**config.mk**
```make
export PLATFORM = sky130hd
export DESIGN_NAME = vmmu_sqrt
export DESIGN_NICKNAME = d
export VERILOG_FILES = /design/src/hw/rtl/vmmu_pkg.sv /design/src/hw/rtl/vmmu_sqrt.sv
export SDC_FILE = /design/constraint.sdc
export NUM_CORES = 2
export LEC_CHECK = 0
export ABC_AREA = 0
export BUFFER_PORTS_ARGS = -buffer_cell sky130_fd_sc_hd__buf_2
export CAP_MARGIN = 20
export CORE_MARGIN = 1.5
export CORE_UTILIZATION = 40
export CTS_CLUSTER_DIAMETER = 200
export CTS_CLUSTER_SIZE = 14
export DETAILED_ROUTE_END_ITERATION = 16
export PLACE_DENSITY_LB_ADDON = 0.15
export RECOVER_POWER = 25
export SETUP_SLACK_MARGIN = 0.4
export SLEW_MARGIN = 20
export SYNTH_ARGS = -nofsm -noshare
export SYNTH_HDL_FRONTEND = slang
export SYNTH_MEMORY_MAX_BITS = 65536
export SYNTH_SLANG_ARGS = --single-unit
```
**constraint.sdc**
```tcl
create_clock -name clock -period 11.8 [get_ports clock]
set_input_delay 2.36 -clock clock [delete_from_list [all_inputs] [get_ports clock]]
set_output_delay 2.36 -clock clock [all_outputs]
set_load 0.01 [all_outputs]
```
**src/hw/rtl/vmmu_pkg.sv**
```systemverilog
// shared types, constants and saturation helper for the vector matrix unit
package vmmu_pkg;

   typedef enum logic [3:0] {
      ACT_LOAD   = 4'd0,
      ACT_ADD    = 4'd1,
      ACT_SUB    = 4'd2,
      ACT_CROSS  = 4'd3,
      ACT_SCALE  = 4'd4,
      ACT_DIV    = 4'd5,
      ACT_DOT    = 4'd6,
      ACT_MAG    = 4'd7,
      ACT_NORM   = 4'd8,
      ACT_MATVEC = 4'd9,
      ACT_XY     = 4'd10,
      ACT_XCOL   = 4'd11,
      ACT_YCOL   = 4'd12,
      ACT_YRAW   = 4'd13,
      ACT_ZCOL   = 4'd14
   } action_type;

   localparam int LANES       = 3;
   localparam int SQRT_STAGES = 32;
   localparam int DIV_STAGES  = 48;

   localparam logic signed [31:0] ONE_Q   = 32'sh0001_0000;
   localparam logic        [31:0] SAT_MAX = 32'h7FFF_FFFF;
   localparam logic        [31:0] SAT_MIN = 32'h8000_0000;

   typedef struct packed {
      logic en1;
      logic en2;
      logic neg1;
   } lane_ctl_type;

   typedef struct packed {
      logic [31:0] val;
      logic        ov;
   } sat_type;

   function automatic sat_type sat32(input logic signed [67:0] v);
      sat_type r;
      r.ov  = !((&v[67:31]) || (~|v[67:31]));
      r.val = r.ov ? (v[67] ? SAT_MIN : SAT_MAX) : v[31:0];
      return r;
   endfunction

endpackage

```
**src/hw/rtl/vmmu_sqrt.sv**
```systemverilog
// pipelined floor square root, two radicand bits per stage
module vmmu_sqrt
   import vmmu_pkg::*;
(
   input  logic        clock,
   input  logic        adv,
   input  logic [63:0] n,
   output logic [31:0] root
);

   logic [33:0] rem_ff  [SQRT_STAGES];
   logic [31:0] root_ff [SQRT_STAGES];
   logic [63:0] rad_ff  [SQRT_STAGES];

   for (genvar k = 0; k < SQRT_STAGES; k++) begin : g_stage
      logic [33:0] rem_prev;
      logic [31:0] root_prev;
      logic [63:0] rad_prev;
      logic [35:0] remx;
      logic [35:0] trial;

      if (k == 0) begin : g_first
         assign rem_prev  = '0;
         assign root_prev = '0;
         assign rad_prev  = n;
      end else begin : g_next
         assign rem_prev  = rem_ff[k-1];
         assign root_prev = root_ff[k-1];
         assign rad_prev  = rad_ff[k-1];
      end

      assign remx  = {rem_prev, rad_prev[63:62]};
      assign trial = {2'b00, root_prev, 2'b01};

      always_ff @(posedge clock) begin
         if (adv) begin
            if (remx >= trial) begin
               rem_ff[k]  <= 34'(remx - trial);
               root_ff[k] <= {root_prev[30:0], 1'b1};
            end else begin
               rem_ff[k]  <= remx[33:0];
               root_ff[k] <= {root_prev[30:0], 1'b0};
            end
            rad_ff[k] <= {rad_prev[61:0], 2'b00};
         end
      end
   end

   assign root = root_ff[SQRT_STAGES-1];

endmodule

```
==> results by group <==
Routing
  – Post-route DRC violation count: 0
  – DRT Pass-1 Iters: 8
  – Per-cell routed wire length: 19.4 um
  – Routed Wire Length: 255,000 um
  – Initial drt markers: 5,101
  – Antenna viol nets, final: 0
  – Via count: 68,699
  – Drt via density: 5.22

Synthesis
  – Proportion of synthesized area in mux cells: 0.666%
  – FF+latch count, synth: 2,523
  – Syn nets: 9,676
  – Library cells used by synthesis: 90
  – Ys flop type: edfxtp_1
  – Area share of and/or/nand/nor cells after synthesis: 10.4%
  – Mapped Cells: 9,047
  – Register area share after synthesis: 64.7%
  – Synth Warn #: 0
  – Mean post-synth cell area: 13.0 sq um
  – Synth Area in Compound Gates: 9.18%
  – Number of synthesized flops with an enable pin: 2,522
  – Post-Synth Adder-Cell Area: 6.01%
  – Largest family of logic cells by synthesized area: simple AND/OR/NAND/NOR gates
  – Synth Area in XOR/XNOR: 6.28%
  – Asr flop ratio synth: 0%
  – Post-Syn Area: 0.117 sq mm

Power
  – Sw frac: 29.5%
  – Flop pwr share: 52.0%
  – P_leak: 47.7 nW
  – P_sw: 6.96 mW
  – Power density cells: 185 mW/mm^2
  – Clk network pwr share: 26.0%
  – Peak VDD IR: 117 uV
  – Combinational share of power: 22.1%
  – Cell-internal power: 16.7 mW

CTS
  – Clock sinks: 2,523
  – Post_cts resized: 0
  – Inserted Clock Buffers: 202
  – CTS tree: done
  – Clock Tree Root: clkbuf_16
  – Post-CTS Hold Buffers: 0
  – Setup repair bufs after CTS: 0
  – Maximum root-to-sink buffer count: 4
  – Clk_lat worst skew: 0.89 ns
  – Htree depth: 4
  – Clk pin slew, worst setup/hold paths: 0.07 ns

Critical path
  – CP endpoint kind: register
  – Slowest cell delay on critical path: 0.80 ns
  – Max Fanout on Critical Path: 98
  – CP top delay family: simple AND/OR/NAND/NOR gates
  – Crit path launch type: input port
  – CP Data Arrival Time: 6.01 ns
  – Critical path's slowest cell: and3b_1
  – Most frequent CP cell: buf_12
  – CP bufs+invs: 2
  – Worst path cell trace: buf_12, buf_12, or4b_2, a2111oi_0, and3b_1, nor3_1, nand4b_1, xnor2_1
  – Reg2reg setup slack: 7.30 ns
  – Kind of critical path: in -> reg
  – Worst path required time: 12.43 ns

Timing
  – Fin crit period: 5.38 ns
  – Least-Margin Pin Slew: 1.20 ns
  – Fin. max-slew vios: 0
  – Setup Viol. Count Final: 0
  – Max_slew headroom: 18.1%
  – Fin crit share: 45.6%
  – Fmax: 186 MHz
  – Setup_tns: 0 ns
  – Layout Skew: 0.0540 ns
  – Unrepaired setup endpoints after global routing: false
  – Final Hold Fails: 0

Layout
  – Area growth, synth to finish: 9.12%
  – Commonest non-fill, non-tap cell in the layout: edfxtp_1
  – Highest-count cells in the layout ignoring fill and taps: edfxtp_1, nand2_1, inv_1, o21ai_0, ha_1
  – Layout cells sized above 1: 5.89%
  – Fin nets: 9,861
  – Final Non-Filler Cells: 13,155

GRT
  – Total track usage: 17.0%
  – First-pass GRT wire length: 395,000 um
  – Largest net degree at the start of global routing: 182
  – Total global routing overflow: 0
  – Initial antenna violation count: 7
  – Vias in the first global route: 68,386

Place
  – Detailed Place HPWL: 186,000 um
  – Port bufs: 97
  – GPL Wtd Cong: 0.893
  – # placed instances: 12,927

Worst hold path
  – Hold WC Path Type: reg -> reg

Floorplan
  – Std-Cell Rows: 198
  – Initial cell density of the core: 40.3%
  – Top Ports: 98
  – Core area: 0.291 sq mm
  – Die height: 544 um
  – DIE AREA: 0.296 sq mm
  – Die W: 544 um

Outcome
  – Outcome: finished, final reports clean

Job
  – Maxcap violations: 0
## flip-flops by register name, indices dropped and copies added, names as in the netlist
register,cells
rad_ff,992
rem_ff,1003
root_ff,528
## synthesized netlist by cell type, types with 22 or more instances
| cell | count | area, sq um |
|---|---|---|
| a211oi_1 | 42 | 315 |
| a21o_1 | 236 | 1770 |
| a21oi_1 | 458 | 2290 |
| a31oi_1 | 50 | 313 |
| and2_1 | 49 | 307 |
| and3_1 | 49 | 307 |
| clkbuf_1 | 159 | 597 |
| edfxtp_1 | 2522 | 75700 |
| ha_1 | 563 | 7040 |
| inv_1 | 698 | 2620 |
| mux2_2 | 56 | 631 |
| nand2_1 | 707 | 2650 |
| nand2b_1 | 132 | 826 |
| nand3_1 | 133 | 666 |
| nand3b_1 | 22 | 165 |
| nand4_1 | 86 | 538 |
| nor2_1 | 487 | 1830 |
| nor2b_1 | 81 | 507 |
| nor3_1 | 235 | 1180 |
| nor4_1 | 124 | 776 |
| nor4b_1 | 22 | 193 |
| o211ai_1 | 24 | 180 |
| o21a_1 | 89 | 668 |
| o21ai_0 | 566 | 2830 |
| o21bai_1 | 43 | 323 |
| o31ai_1 | 42 | 315 |
| or2_2 | 61 | 382 |
| or3_1 | 94 | 588 |
| or4_1 | 59 | 443 |
| xnor2_1 | 398 | 3490 |
| xor2_1 | 442 | 3870 |
## power by group through the flow
stage                     Clock (mW)  Sequential [mW]  Combinational [mW]
after floorplan                    0             12.0                3.98
after global placement             0             12.5                5.11
after detailed placement           0             12.5                5.19
after CTS                       6.43             12.3                5.22
after global routing            6.71             12.4                5.85
final                           6.14             12.3                5.21
## final timing paths
path,end,start,depth (start not counted)
worst max-delay path,rem_ff[0][475]$_DFFE_PP_,adv,8
worst min-delay path,rad_ff[0][456]$_DFFE_PP_,rad_ff[0][392]$_DFFE_PP_,0
worst max register to register,rem_ff[1][198]$_DFFE_PP_,rem_ff[1][136]$_DFFE_PP_,11
worst min register to register,rad_ff[0][456]$_DFFE_PP_,rad_ff[0][392]$_DFFE_PP_,0
## metrics by stage
step / power [mW] / area, sq um / worst slack (ns) / util (%) / hold slack, ns
floorplan: 16.0 / 117000 / 6.29 / - / 0.400
global placement: 17.6 / 122000 / 5.55 / 42.1 / 0.400
detailed placement: 17.7 / 122000 / 5.49 / 42.1 / 0.405
CTS: 24.0 / 128000 / 6.46 / 43.9 / 0.391
global route: 25.0 / 128000 / 6.12 / 43.9 / 0.397
finish: 23.6 / 128000 / 6.42 / 43.9 / 0.395
## layout make-up
cell class / instances / area (sq um)
Inverter: 699 / 2620
Clock inverter: 11 / 184
Antenna cell: 3 / 7.51
Timing Repair Buffer: 157 / 1030
Multi-Input combinational cell: 5649 / 38200
Clock buffer: 213 / 5160
Sequential cell: 2523 / 75800
Fill cell: 26366 / 163000
Tap cell: 3900 / 4880
## logic make-up after synthesis
| group | after synthesis |
|---|---|
| XOR/XNOR | 840 |
| flip-flops | 2523 |
| AND/OR/NAND/NOR | 2428 |
| AO/OA/AOI/OAI | 1747 |
| buffers and inverters | 875 |
| adder cells (fa/ha/maj) | 563 |
| multiplexers | 71 |
## metal layers
| layer | wire length, um | vias to the layer above | global-route usage, % |
|---|---|---|---|
| met3 | 8640 | 366 | 2.01 |
| met5 | 0 | - | 0 |
| li1 | - | 33571 | - |
| met1 | 109000 | 33549 | 21.2 |
| met4 | 7480 | 0 | 5.01 |
| met2 | 130000 | 1213 | 30.9 |
(Power assumes the default switching activity.)
